`src/rtl/core/cfr_pkg.sv`:
```
// ----------------------------------------------------------------------------
// Command frame receiver package
// Header letters, parser codes, event kinds and the event record.
// ----------------------------------------------------------------------------
`default_nettype none

package cfr_pkg;

  localparam logic [7:0] CHAR_C = 8'h43;
  localparam logic [7:0] CHAR_X = 8'h58;
  localparam logic [7:0] CHAR_D = 8'h44;
  localparam logic [7:0] CHAR_P = 8'h50;
  localparam logic [7:0] CHAR_N = 8'h4E;
  localparam logic [7:0] CHAR_F = 8'h46;
  localparam logic [7:0] CHAR_T = 8'h54;
  localparam logic [7:0] CHAR_G = 8'h47;

  // First letter codes.
  localparam logic [2:0] LEAD_C = 3'd0;
  localparam logic [2:0] LEAD_D = 3'd1;
  localparam logic [2:0] LEAD_P = 3'd2;

  // Two letter codes.
  localparam logic [2:0] HDR_CX  = 3'd0;
  localparam logic [2:0] HDR_CN  = 3'd1;
  localparam logic [2:0] HDR_DC  = 3'd3;
  localparam logic [2:0] HDR_PN  = 3'd4;
  localparam logic [2:0] HDR_BAD = 3'd7;

  // Frame kinds, as reported on the event channel.
  localparam logic [2:0] KIND_CONNECT    = 3'd0;
  localparam logic [2:0] KIND_CONFIG     = 3'd1;
  localparam logic [2:0] KIND_CONTROL    = 3'd2;
  localparam logic [2:0] KIND_DISCONNECT = 3'd3;
  localparam logic [2:0] KIND_PING       = 3'd4;

  // Byte positions within a frame.
  localparam logic [2:0] POS_HDR0 = 3'd0;
  localparam logic [2:0] POS_HDR1 = 3'd1;
  localparam logic [2:0] POS_HDR2 = 3'd2;
  localparam logic [2:0] POS_BODY = 3'd3;

  // Position of the checksum byte for each frame length.
  localparam logic [2:0] SUM_POS_CONFIG  = 3'd7;
  localparam logic [2:0] SUM_POS_CONTROL = 3'd6;
  localparam logic [2:0] SUM_POS_SHORT   = 3'd4;

  typedef struct packed {
    logic [2:0]  event_kind;
    logic        link_up;
    logic [7:0]  peer_address;
    logic [7:0]  speed_setpoint;
    logic [7:0]  stop_flag;
    logic [7:0]  accel_setpoint;
    logic [15:0] cable_dm;
    logic [19:0] position_limit;
  } event_t;

endpackage

`default_nettype wire

```
`src/rtl/core/cfr_rx_if.sv`:
```
// ----------------------------------------------------------------------------
// Receive byte channel
// Valid/ready channel that carries one received byte per item.
// ----------------------------------------------------------------------------
`default_nettype none

interface cfr_rx_if;
  logic       valid;
  logic       ready;
  logic [7:0] rx_byte;

  modport source (output valid, output rx_byte, input ready);
  modport sink (input valid, input rx_byte, output ready);
endinterface

`default_nettype wire

```
`src/rtl/core/cfr_evt_if.sv`:
```
// ----------------------------------------------------------------------------
// Frame event channel
// Valid/ready channel that carries one event per accepted frame.
// ----------------------------------------------------------------------------
`default_nettype none

interface cfr_evt_if;
  logic        valid;
  logic        ready;
  logic [2:0]  event_kind;
  logic        link_up;
  logic [7:0]  peer_address;
  logic [7:0]  speed_setpoint;
  logic [7:0]  stop_flag;
  logic [7:0]  accel_setpoint;
  logic [15:0] cable_dm;
  logic [19:0] position_limit;

  modport source (
    output valid, output event_kind, output link_up, output peer_address,
    output speed_setpoint, output stop_flag, output accel_setpoint,
    output cable_dm, output position_limit, input ready
  );
  modport sink (
    input valid, input event_kind, input link_up, input peer_address,
    input speed_setpoint, input stop_flag, input accel_setpoint,
    input cable_dm, input position_limit, output ready
  );
endinterface

`default_nettype wire

```
`src/rtl/core/command_frame_receiver_top.sv`:
```
// ----------------------------------------------------------------------------
// Command frame receiver
// Parses the command byte stream and reports each accepted frame.
// ----------------------------------------------------------------------------
// Received bytes enter on rx_i, one byte per item. The receiver recognises the
// connect, configuration, control, disconnect and ping frames, checks their
// additive checksum and, once connected, the controller address. Each
// accepted frame produces one item on evt_o that carries the frame kind, the
// link state and the current setpoints, including the position limit.
// A byte is first captured in an input register and is parsed from there once
// the output register can advance, when the event is written to the output
// register. An event is thus registered when its checksum byte is parsed, and one
// byte is taken in every cycle while evt_o drains. If evt_o stalls while an event
// waits, the parser holds its byte; rx_i stays ready only while the input
// register is empty, so at most one more byte is taken before ready falls.
// Reset clears the link, the stored address, the setpoints and the parser,
// which then awaits the first header letter.
// ----------------------------------------------------------------------------
`default_nettype none

module command_frame_receiver_top (
  input  wire logic   clk_i,
  input  wire logic   rst_ni,
  cfr_rx_if.sink      rx_i,
  cfr_evt_if.source   evt_o
);
  import cfr_pkg::*;

  logic       in_vld_q;
  logic [7:0] byte_q;
  logic       out_vld_q;
  logic       out_vld_d;
  event_t     evt_q;
  event_t     evt_d;
  logic       advance;
  logic       consume;
  logic       emit;

  logic        link_q, link_d;
  logic [7:0]  peer_q, peer_d;
  logic [2:0]  idx_q, idx_d;
  logic [2:0]  ftype_q, ftype_d;
  logic [7:0]  sum_q, sum_d;
  logic [7:0]  pay_q [4];
  logic        pay_we;
  logic [1:0]  pay_sel;
  logic [7:0]  speed_q, speed_d;
  logic [7:0]  stop_q, stop_d;
  logic [7:0]  accel_q, accel_d;
  logic [15:0] cable_q, cable_d;
  logic [2:0]  sum_pos;
  logic [7:0]  sum_next;

  assign advance  = !out_vld_q || evt_o.ready;
  assign consume  = in_vld_q && advance;
  assign rx_i.ready = !in_vld_q || advance;
  assign sum_next = sum_q + byte_q;
  assign pay_sel  = idx_q[1:0] + 2'd1;

  always_comb begin
    if (ftype_q == KIND_CONFIG) begin
      sum_pos = SUM_POS_CONFIG;
    end else if (ftype_q == KIND_CONTROL) begin
      sum_pos = SUM_POS_CONTROL;
    end else begin
      sum_pos = SUM_POS_SHORT;
    end
  end

  always_comb begin
    link_d  = link_q;
    peer_d  = peer_q;
    idx_d   = idx_q;
    ftype_d = ftype_q;
    sum_d   = sum_q;
    speed_d = speed_q;
    stop_d  = stop_q;
    accel_d = accel_q;
    cable_d = cable_q;
    pay_we  = 1'b0;
    emit    = 1'b0;
    if (consume) begin
      unique case (idx_q)
        POS_HDR0: begin
          if (byte_q == CHAR_C) begin
            ftype_d = LEAD_C;
            sum_d   = byte_q;
            idx_d   = POS_HDR1;
          end else if (link_q && byte_q == CHAR_D) begin
            ftype_d = LEAD_D;
            sum_d   = byte_q;
            idx_d   = POS_HDR1;
          end else if (link_q && byte_q == CHAR_P) begin
            ftype_d = LEAD_P;
            sum_d   = byte_q;
            idx_d   = POS_HDR1;
          end
        end
        POS_HDR1: begin
          if (!link_q) begin
            if (byte_q != CHAR_X) begin
              idx_d = POS_HDR0;
            end else begin
              ftype_d = HDR_CX;
              sum_d   = sum_next;
              idx_d   = POS_HDR2;
            end
          end else if (byte_q != CHAR_N && byte_q != CHAR_C) begin
            idx_d = POS_HDR0;
          end else begin
            if (ftype_q == LEAD_C && byte_q == CHAR_N) begin
              ftype_d = HDR_CN;
            end else if (ftype_q == LEAD_D && byte_q == CHAR_C) begin
              ftype_d = HDR_DC;
            end else if (ftype_q == LEAD_P && byte_q == CHAR_N) begin
              ftype_d = HDR_PN;
            end else begin
              ftype_d = HDR_BAD;
            end
            sum_d = sum_next;
            idx_d = POS_HDR2;
          end
        end
        POS_HDR2: begin
          sum_d = sum_next;
          idx_d = POS_BODY;
          if (ftype_q == HDR_CX && byte_q == CHAR_N) begin
            ftype_d = KIND_CONNECT;
          end else if (ftype_q == HDR_CN && byte_q == CHAR_F) begin
            ftype_d = KIND_CONFIG;
          end else if (ftype_q == HDR_CN && byte_q == CHAR_T) begin
            ftype_d = KIND_CONTROL;
          end else if (ftype_q == HDR_DC && byte_q == CHAR_X) begin
            ftype_d = KIND_DISCONNECT;
          end else if (ftype_q == HDR_PN && byte_q == CHAR_G) begin
            ftype_d = KIND_PING;
          end else begin
            ftype_d = LEAD_C;
            sum_d   = sum_q;
            idx_d   = POS_HDR0;
          end
        end
        default: begin
          if (idx_q < sum_pos) begin
            pay_we = 1'b1;
            sum_d  = sum_next;
            idx_d  = idx_q + 3'd1;
          end else begin
            idx_d = POS_HDR0;
            if (byte_q == sum_q) begin
              if (ftype_q == KIND_CONNECT) begin
                link_d = 1'b1;
                peer_d = pay_q[0];
                emit   = 1'b1;
              end else if (pay_q[0] == peer_q) begin
                emit = 1'b1;
                if (ftype_q == KIND_CONFIG) begin
                  accel_d = pay_q[1];
                  cable_d = {pay_q[2], pay_q[3]};
                end else if (ftype_q == KIND_CONTROL) begin
                  speed_d = pay_q[1];
                  stop_d  = pay_q[2];
                end else if (ftype_q == KIND_DISCONNECT) begin
                  link_d = 1'b0;
                  peer_d = '0;
                end else if (ftype_q != KIND_PING) begin
                  emit = 1'b0;
                end
              end
            end
          end
        end
      endcase
    end
  end

  always_comb begin
    evt_d.event_kind     = ftype_q;
    evt_d.link_up        = link_d;
    evt_d.peer_address   = peer_d;
    evt_d.speed_setpoint = speed_d;
    evt_d.stop_flag      = stop_d;
    evt_d.accel_setpoint = accel_d;
    evt_d.cable_dm       = cable_d;
    evt_d.position_limit = ({4'd0, cable_d} << 3) + ({4'd0, cable_d} << 1);
    out_vld_d = out_vld_q;
    if (advance) begin
      out_vld_d = emit;
    end
  end

  always_ff @(posedge clk_i or negedge rst_ni) begin
    if (!rst_ni) begin
      in_vld_q  <= 1'b0;
      out_vld_q <= 1'b0;
      link_q    <= 1'b0;
      peer_q    <= '0;
      idx_q     <= POS_HDR0;
      ftype_q   <= LEAD_C;
      sum_q     <= '0;
      speed_q   <= '0;
      stop_q    <= '0;
      accel_q   <= '0;
      cable_q   <= '0;
    end else begin
      if (rx_i.ready) begin
        in_vld_q <= rx_i.valid;
      end
      out_vld_q <= out_vld_d;
      link_q    <= link_d;
      peer_q    <= peer_d;
      idx_q     <= idx_d;
      ftype_q   <= ftype_d;
      sum_q     <= sum_d;
      speed_q   <= speed_d;
      stop_q    <= stop_d;
      accel_q   <= accel_d;
      cable_q   <= cable_d;
    end
  end

  always_ff @(posedge clk_i) begin
    if (rx_i.ready && rx_i.valid) begin
      byte_q <= rx_i.rx_byte;
    end
    if (pay_we) begin
      pay_q[pay_sel] <= byte_q;
    end
    if (advance && emit) begin
      evt_q <= evt_d;
    end
  end

  assign evt_o.valid          = out_vld_q;
  assign evt_o.event_kind     = evt_q.event_kind;
  assign evt_o.link_up        = evt_q.link_up;
  assign evt_o.peer_address   = evt_q.peer_address;
  assign evt_o.speed_setpoint = evt_q.speed_setpoint;
  assign evt_o.stop_flag      = evt_q.stop_flag;
  assign evt_o.accel_setpoint = evt_q.accel_setpoint;
  assign evt_o.cable_dm       = evt_q.cable_dm;
  assign evt_o.position_limit = evt_q.position_limit;

  a_addr_cleared_when_down: assert property (
    @(posedge clk_i) disable iff (!rst_ni) !link_q |-> peer_q == '0
  ) else $error("Stored address is not cleared while the link is down.");

  a_body_has_kind: assert property (
    @(posedge clk_i) disable iff (!rst_ni) idx_q >= POS_BODY |-> ftype_q <= KIND_PING
  ) else $error("Frame body is parsed without a valid frame kind.");

  a_event_needs_byte: assert property (
    @(posedge clk_i) disable iff (!rst_ni)
    out_vld_q && !$past(out_vld_q) |-> $past(in_vld_q)
  ) else $error("An event appeared without a parsed byte.");

  a_link_matches_kind: assert property (
    @(posedge clk_i) disable iff (!rst_ni)
    out_vld_q && (evt_q.event_kind == KIND_CONNECT
                  || evt_q.event_kind == KIND_DISCONNECT)
    |-> evt_q.link_up == (evt_q.event_kind == KIND_CONNECT)
  ) else $error("Link state in the event disagrees with the frame kind.");

endmodule

`default_nettype wire
```
`src/flat_wrapper.sv`:
```
// flat-port wrapper written by rule: the top's interface ports become plain ports
module command_frame_receiver_top_flat import cfr_pkg::*;
  (clk_i, rst_ni, rx_i_valid, rx_i_rx_byte, rx_i_ready, evt_o_valid, evt_o_event_kind, evt_o_link_up, evt_o_peer_address, evt_o_speed_setpoint, evt_o_stop_flag, evt_o_accel_setpoint, evt_o_cable_dm, evt_o_position_limit, evt_o_ready);
  cfr_rx_if rx_i_i ();
  cfr_evt_if evt_o_i ();
  input  wire logic clk_i;
  input  wire logic rst_ni;
  input wire logic [$bits(rx_i_i.valid)-1:0] rx_i_valid;
  input wire logic [$bits(rx_i_i.rx_byte)-1:0] rx_i_rx_byte;
  output wire logic [$bits(rx_i_i.ready)-1:0] rx_i_ready;
  output wire logic [$bits(evt_o_i.valid)-1:0] evt_o_valid;
  output wire logic [$bits(evt_o_i.event_kind)-1:0] evt_o_event_kind;
  output wire logic [$bits(evt_o_i.link_up)-1:0] evt_o_link_up;
  output wire logic [$bits(evt_o_i.peer_address)-1:0] evt_o_peer_address;
  output wire logic [$bits(evt_o_i.speed_setpoint)-1:0] evt_o_speed_setpoint;
  output wire logic [$bits(evt_o_i.stop_flag)-1:0] evt_o_stop_flag;
  output wire logic [$bits(evt_o_i.accel_setpoint)-1:0] evt_o_accel_setpoint;
  output wire logic [$bits(evt_o_i.cable_dm)-1:0] evt_o_cable_dm;
  output wire logic [$bits(evt_o_i.position_limit)-1:0] evt_o_position_limit;
  input wire logic [$bits(evt_o_i.ready)-1:0] evt_o_ready;
  assign rx_i_i.valid = rx_i_valid;
  assign rx_i_i.rx_byte = rx_i_rx_byte;
  assign rx_i_ready = rx_i_i.ready;
  assign evt_o_valid = evt_o_i.valid;
  assign evt_o_event_kind = evt_o_i.event_kind;
  assign evt_o_link_up = evt_o_i.link_up;
  assign evt_o_peer_address = evt_o_i.peer_address;
  assign evt_o_speed_setpoint = evt_o_i.speed_setpoint;
  assign evt_o_stop_flag = evt_o_i.stop_flag;
  assign evt_o_accel_setpoint = evt_o_i.accel_setpoint;
  assign evt_o_cable_dm = evt_o_i.cable_dm;
  assign evt_o_position_limit = evt_o_i.position_limit;
  assign evt_o_i.ready = evt_o_ready;
  command_frame_receiver_top u_core (.clk_i(clk_i), .rst_ni(rst_ni), .rx_i(rx_i_i), .evt_o(evt_o_i));
endmodule
```
`config.mk`:
```
export PLATFORM = sky130hd
export DESIGN_NAME = command_frame_receiver_top_flat
export DESIGN_NICKNAME = d
export VERILOG_FILES = /design/src/rtl/core/cfr_pkg.sv /design/src/rtl/core/cfr_rx_if.sv /design/src/rtl/core/cfr_evt_if.sv /design/src/rtl/core/command_frame_receiver_top.sv /design/src/flat_wrapper.sv
export SDC_FILE = /design/constraint.sdc
export NUM_CORES = 1
export LEC_CHECK = 0
export ABC_AREA = 1
export BUFFER_PORTS_ARGS = -buffer_cell sky130_fd_sc_hd__buf_2
export CORE_ASPECT_RATIO = 1.4
export CORE_MARGIN = 4
export CORE_UTILIZATION = 37
export CTS_CLUSTER_DIAMETER = 80
export CTS_CLUSTER_SIZE = 16
export DETAILED_ROUTE_END_ITERATION = 10
export HOLD_SLACK_MARGIN = 0.03
export SETUP_SLACK_MARGIN = 0.02
export SYNTH_ARGS = -nofsm -noshare
export SYNTH_HDL_FRONTEND = slang
export SYNTH_SLANG_ARGS = --single-unit
```
`constraint.sdc`:
```
create_clock -name clk_i -period 6.2 [get_ports clk_i]
set_clock_uncertainty 0.15 [all_clocks]
set_input_delay 0.31 -clock clk_i [delete_from_list [all_inputs] [get_ports clk_i]]
set_output_delay 0.31 -clock clk_i [all_outputs]
set_load 0.02 [all_outputs]
```
==> qor.csv, run 1 <==
stage,metric,value,unit
place,gp weighted congestion,0.893,
routing,vias per std cell,4.74,
finish,most frequent cells in the layout,"154 x nand2_1, 109 x edfxtp_1, 84 x inv_1, 84 x buf_2, 65 x dfrtp_1",
flow_run,Max Cap Viol,0,
clock_network,Max H-tree Level,4,
synthesis,Yosys reg bits,174,
grt,initial antenna violation count,0,
clock_network,clock sink total,174,
die,Core Region,20600,um2
sta,RSZ-0062 raised after global routing,no,
sta,Max Clock Freq,219,MHz
power_and_ir_drop,peak supply drop,188,uV
status,status,"finished, final reports clean",
synthesis,top_reg_cell synth,edfxtp_1,
hold_path,HP Class,in2reg,
critical_path,CP Data Arrival Time,4.60,ns
sta,"Hold Vio Cnt, Final",0,
clock_network,CTS buffer count,17,
critical_path,CP Max Fanout,38,
synthesis,unique cell type count in the Yosys netlist,47,
critical_path,WP data required,6.23,ns
synthesis,Synthesized Nets,751,
clock_network,CTS Root Cell,clkbuf_16,
sta,Final period util,0.736,
power_and_ir_drop,P per Cell Area,328,nW/um2
routing,total number of vias,5138,
synthesis,share of the synthesized area in the top cell type,0.424,
grt,aggregate global-route resource usage,0.152,
power_and_ir_drop,Leak,4.41,nW
sta,Worst slew margin,0.390,
routing,ANT nets after route,0,
critical_path,Worst Setup End Kind,flop,
clock_network,Clock Latency Late Sink,0.43,ns
clock_network,CTS resizes,0,
synthesis,"Seq/Total Area, Yosys",0.635,
sta,worst-margin pin slew,0.913,ns
critical_path,Startpoint Class,flop,
place,hpwl dp,12200,um
finish,Nets,854,
synthesis,Syn Area/Cell,10.8,um2
critical_path,CP Class,reg2reg,
sta,total negative setup slack,0,ns
die,Top Ports,86,
routing,Post-Route WL,16500,um
die,Die H,179,um
synthesis,synth top area cells,"edfxtp_1 42%, dfrtp_1 21%, nand2_1 7.5%, inv_1 4.1%, ha_1 4.1%",
synthesis,Mapped Area,7720,um2
finish,Antenna Cells,0,
die,Die Width,130,um
clock_network,Bufs on Longest Clock Path,2,
clock_network,"Reg clk slew, reported paths",0.07,ns
grt,first-pass GRT wire length,27100,um
synthesis,"area leader, netlist",edfxtp_1,
grt,largest net degree at the start of global routing,66,
finish,layout cells sized above 1,0.203,
power_and_ir_drop,Pwr Total,2.99,mW
die,# rows,62,
synthesis,number of synthesized flops with an enable pin,109,
routing,drt wl/cell,15.3,um
finish,FF/Latch Area,4900,um2
routing,DRC violations left,0,
sta,Setup Viol. Count Final,0,
sta,Hold Slack,0.0591,ns
die,initial core utilization,0.376,
routing,drt pass-1 iters,4,
finish,"most common cell after layout, fill and taps aside",nand2_1,
sta,min Tclk post-route,4.57,ns
finish,area taken by multi-input logic gates,2400,um2
synthesis,Synth Instances,712,
sta,Final Slew Violations,0,
die,die area,23300,um2
clock_network,Setup Buffers After CTS,0,
synthesis,Post-synth ARST share,0.374,
place,count of input and output buffers,84,
grt,vias in the first global route,5242,
clock_network,CTS tree,built,
finish,Layout fillers,1934,
routing,Iter 0 DRT Violations,351,
grt,grt ovf,0,
synthesis,Syn. warnings,0,
finish,Syn-to-layout area delta,18.2,%
==> cells by family (layout without fill, tap and decap cells) <==
group / Yosys count / in the layout / synth area share
AND/OR/NAND/NOR: 284 / 284 / 0.164
flip-flops: 174 / 174 / 0.635
buffers and inverters: 105 / 221 / 0.0549
AO/OA/AOI/OAI: 97 / 97 / 0.0703
adder cells (fa/ha/maj): 27 / 27 / 0.0457
XOR/XNOR: 16 / 16 / 0.0182
multiplexers: 8 / 8 / 0.0115
other: 1 / 1 / 0.000486
==> registers in the layout, summed over array words and instances, names as in the netlist, 8 cells and up <==
register / flops
u_core.peer_q: 8
u_core.evt_o.position_limit: 17
u_core.byte_q: 8
u_core.cable_q: 16
u_core.evt_o.peer_address: 8
u_core.stop_q: 8
u_core.pay_q: 32
u_core.evt_o.accel_setpoint: 8
u_core.speed_q: 8
u_core.evt_o.stop_flag: 8
u_core.evt_o.speed_setpoint: 8
u_core.evt_o.cable_dm: 16
u_core.sum_q: 8
u_core.accel_q: 8
==> through the flow <==
stage | worst slack, ns | utilization | std cells | cell area, um2
final | 1.63 | 0.444 | 1084 | 9130
after global routing | 1.12 | 0.444 | 1084 | 9130
after CTS | 1.57 | 0.444 | 1084 | 9130
after detailed placement | 1.58 | 0.409 | 1042 | 8410
after global placement | 1.70 | 0.409 | 1042 | 8410
after floorplan | 1.17 | - | 712 | 7720
==> report_power, final <==
group,switching [mW],internal (mW),total [mW]
clock,0.487,0.615,1.10
combinational,0.343,0.166,0.509
sequential,0.0555,1.32,1.38
==> cell type report <==
type                            count  area share
Sequential cell                   174       0.537
Timing Repair Buffer               96      0.0587
Clock buffer                       17      0.0466
Tap cell                          256      0.0351
Multi-Input combinational cell    433       0.263
Inverter                           93      0.0384
Clock inverter                     15      0.0210
==> worst paths after layout <==
path,startpoint,endpoint,slack [ns],cells past startpoint
min reg2reg,u_core.sum_q[5],u_core.sum_q[5],0.35,2
max in group asynchronous,rst_ni,u_core.cable_q[14],4.86,3
min in group asynchronous,rst_ni,u_core.evt_o.valid,0.46,3
max reg2reg,u_core.ftype_q[2],u_core.evt_o.position_limit[17],1.63,22
min,evt_o_ready,u_core.evt_o.valid,0.06,4
max,u_core.ftype_q[2],u_core.evt_o.position_limit[17],1.63,22
==> Yosys cell counts, types with 4 or more instances <==
master    number
ha_1          25
o21ai_0       53
nand3_1       41
a21oi_1       20
nor2_1        44
nand4_1        4
xor2_1        11
mux2_2         7
inv_1         84
nand2_1      154
edfxtp_1     109
dfrtp_1       65
clkbuf_1       5
o21ai_1        4
inv_2          7
nor3_1         7
nand2_2       14
xnor2_1        5
o22ai_1        4
a31oi_1        4
==> routing by layer <==
| metal | track usage | up-vias | routed length [um] |
|---|---|---|---|
| li1 | - | 2608 | - |
| met1 | 0.173 | 2405 | 6750 |
| met2 | 0.276 | 99 | 8910 |
| met3 | 0.0304 | 26 | 530 |
| met4 | 0.0611 | 0 | 356 |
| met5 | 0 | - | 0 |
==> worst max-delay path, cell delays in order (launching register included) <==
cell      delay (ns)
dfrtp_1         0.40
inv_1           0.14
nand3_1         0.14
inv_1           0.16
or2_2           0.13
inv_1           0.04
ha_1            0.26
nand2_1         0.05
inv_1           0.05
nand2_1         0.04
nand2_1         0.15
nand2_4         0.13
clkinv_2        0.18
nand2_4         0.25
o21ai_0         0.65
ha_1            0.41
nand2_1         0.14
o21a_1          0.18
o21ai_0         0.09
a221oi_1        0.37
nand2_1         0.10
nand2_1         0.06
nand2_1         0.04
==> repair_timing <==
action | in CTS | in global routing
endpoints found under the hold margin | 74 | 0
endpoints found under the setup margin | 0 | 0
hold buffers | 10 | 0
Note: power is estimated with default switching activity, not from simulation.
==> run 2: changes to the inputs <==
Clock period 6.2 ns to 4.05 ns, I/O delays scaled along.
==> run 2 against run 1 <==
Hold slack improved by 0.16 ns. Cell count grew 3.2%. Setup slack worse by 1.4 ns. Global-route usage down 0.057 points. Critical path depth grew 1.
==> qor.csv, run 2 (same netlist as run 1, synthesis figures left out) <==
stage,metric,value,unit
sta,Final Slew Violations,0,
sta,Worst slew margin,0.464,
sta,worst setup margin,0.246,ns
critical_path,Startpoint Class,flop,
die,initial core utilization,0.376,
routing,drt pass-1 iters,4,
critical_path,WP data required,4.08,ns
clock_network,Clock Latency Late Sink,0.43,ns
die,die area,23300,um2
finish,Finished Layout Cells,1119,
power_and_ir_drop,peak supply drop,272,uV
finish,Layout fillers,1896,
grt,grt ovf,0,
finish,Nets,889,
finish,layout cells sized above 1,0.238,
routing,ANT nets after route,0,
finish,Antenna Cells,0,
power_and_ir_drop,internal power,3.13,mW
clock_network,CTS Root Cell,clkbuf_16,
critical_path,reg2reg start,u_core.ftype_q[2],
routing,DRC violations left,0,
die,Die H,179,um
routing,Top Metal Used,met4,
routing,WL met2,8880,um
routing,total number of vias,5324,
place,count of input and output buffers,84,
critical_path,CP Max Fanout,17,
power_and_ir_drop,Logic pwr share,0.188,
grt,initial antenna violation count,0,
power_and_ir_drop,Flop pwr share,0.464,
critical_path,worst r2r path cells,23,
critical_path,r2r setup slk,0.25,ns
clock_network,Bufs on Longest Clock Path,2,
critical_path,slowest CP cell,fa_1,
critical_path,"Top cell by count, worst path",nand2_1,
die,Die Width,130,um
flow_run,Max Cap Viol,0,
power_and_ir_drop,sw power,1.38,mW
critical_path,CP Class,reg2reg,
critical_path,Worst Setup End Kind,flop,
sta,Final period util,0.939,
power_and_ir_drop,Switching Fraction,0.307,
grt,aggregate global-route resource usage,0.152,
hold_path,HP Class,in2async,
status,status,"finished, final reports clean",
routing,Met3 Wirelength,673,um
finish,max reg flops,32,
place,gp weighted congestion,0.870,
critical_path,"Cell Chain, Critical Path",inv_1 -> nand3_1 -> inv_1 -> or2_2 -> inv_1 -> ha_1 -> nand2_1 -> inv_1 -> nand2_1 -> nand2_1 -> nand2_4 -> clkinv_2 -> nand2_8 -> buf_4 -> mux2_2 -> ha_1 -> fa_1 -> nand3_1 -> nand2_2 -> nand2_1 -> nand2_1 -> nand2_1 -> nand2_1,
routing,drt wl/cell,15.1,um
critical_path,"slowest stage delay, CP",0.42,ns
sta,min Tclk post-route,3.80,ns
finish,most frequent cells in the layout,"154 x nand2_1, 109 x edfxtp_1, 84 x inv_1, 84 x buf_2, 65 x dfrtp_1",
sta,"Hold Vio Cnt, Final",0,
die,# rows,62,
critical_path,"delay-heaviest family, CP",simple AND/OR/NAND/NOR gates,
grt,first-pass GRT wire length,26900,um
clock_network,"Reg clk slew, reported paths",0.07,ns
finish,"most common cell after layout, fill and taps aside",nand2_1,
routing,metal1 wirelength,6840,um
finish,Syn-to-layout area delta,21.9,%
grt,vias in the first global route,5203,
sta,Hold Slack,0.215,ns
power_and_ir_drop,clock power share,0.348,
place,Post-Place Cells,1070,
critical_path,Worst Path Buf+Inv,6,
routing,Post-Route WL,16800,um
routing,Iter 0 DRT Violations,370,
sta,RSZ-0062 raised after global routing,yes,
clock_network,CTS buffer count,17,
sta,worst-margin pin slew,0.802,ns
grt,largest net degree at the start of global routing,70,
critical_path,CP Data Arrival Time,3.83,ns
sta,Setup Viol. Count Final,0,
die,Top Ports,86,
routing,vias per std cell,4.76,
clock_network,CTS tree,built,
power_and_ir_drop,Leak,4.55,nW
finish,Largest Register,u_core.pay_q,
clock_network,clock sink total,174,
place,pre-CTS setup slack,0.0888,ns
sta,total negative setup slack,0,ns
die,Core Region,20600,um2
place,hpwl dp,12200,um
clock_network,Max H-tree Level,4,
critical_path,RR Endpoint,u_core.evt_o.position_limit[13],
sta,Max Clock Freq,263,MHz
power_and_ir_drop,P per Cell Area,480,nW/um2
-- run 2: cell count changes in the layout (fill, tap and decap cells not counted), moves of 2 or more --
cell	delta
a21oi_1	-3
a21oi_2	+3
buf_4	+31
bufinv_16	-2
clkinv_4	+3
dlygate4sd3_1	+3
inv_6	-2
o21ai_0	-2
o21ai_1	+2
-- run 2: how the worst max path moves through the flow --
stage,from,endpoint,slack [ns],depth (start not counted)
after detailed placement,u_core.ftype_q[2],u_core.evt_o.position_limit[17],0.09,22
after CTS,u_core.ftype_q[2],u_core.evt_o.position_limit[17],0.05,22
final,u_core.ftype_q[2],u_core.evt_o.position_limit[13],0.25,23
after global placement,u_core.ftype_q[2],u_core.evt_o.position_limit[17],0.16,22
after floorplan,u_core.ftype_q[1],u_core.evt_o.position_limit[17],0.02,26
after global routing,u_core.ftype_q[2],u_core.evt_o.position_limit[17],-0.004,24
-- run 2: layer usage --
| layer | vias up | track usage |
|---|---|---|
| li1 | 2676 | - |
| met1 | 2499 | 0.177 |
| met2 | 119 | 0.263 |
| met3 | 30 | 0.0367 |
| met4 | 0 | 0.0637 |
| met5 | - | 0 |
-- run 2: final cells by class --
class,instances,area (um2),area share
clock buffers,17,425,0.0452
clock inverters,15,151,0.0161
inverters,93,350,0.0372
multi-input cells,433,2440,0.260
flip-flops and latches,174,4900,0.521
well taps,256,320,0.0340
repair buffers,131,818,0.0870
-- run 2: repair_timing --
item                       in CTS  in global routing
hold buffers                   13                  0
resized for setup               0                  8
setup endpoints to repair       0                  6
hold endpoints to repair       40                  0
setup buffers                   0                  4
-- run 2: per-stage QoR --
| stage | util | total power [mW] | area (um2) |
|---|---|---|---|
| finish | 0.458 | 4.52 | 9410 |
| global route | 0.458 | 4.78 | 9410 |
| CTS | 0.454 | 4.57 | 9340 |
| detailed placement | 0.420 | 2.98 | 8630 |
| global placement | 0.420 | 2.97 | 8630 |
| floorplan | - | 2.72 | 7720 |
-- run 2: power by group through the flow --
stage          clock network (mW)  registers [mW]  logic, mW
3_3_place_gp                    0            2.13      0.842
6_report                     1.57            2.10      0.849
5_1_grt                      1.70            2.11      0.971
2_1_floorplan                   0            2.12      0.599
3_5_place_dp                    0            2.14      0.844
4_1_cts                      1.62            2.10      0.856
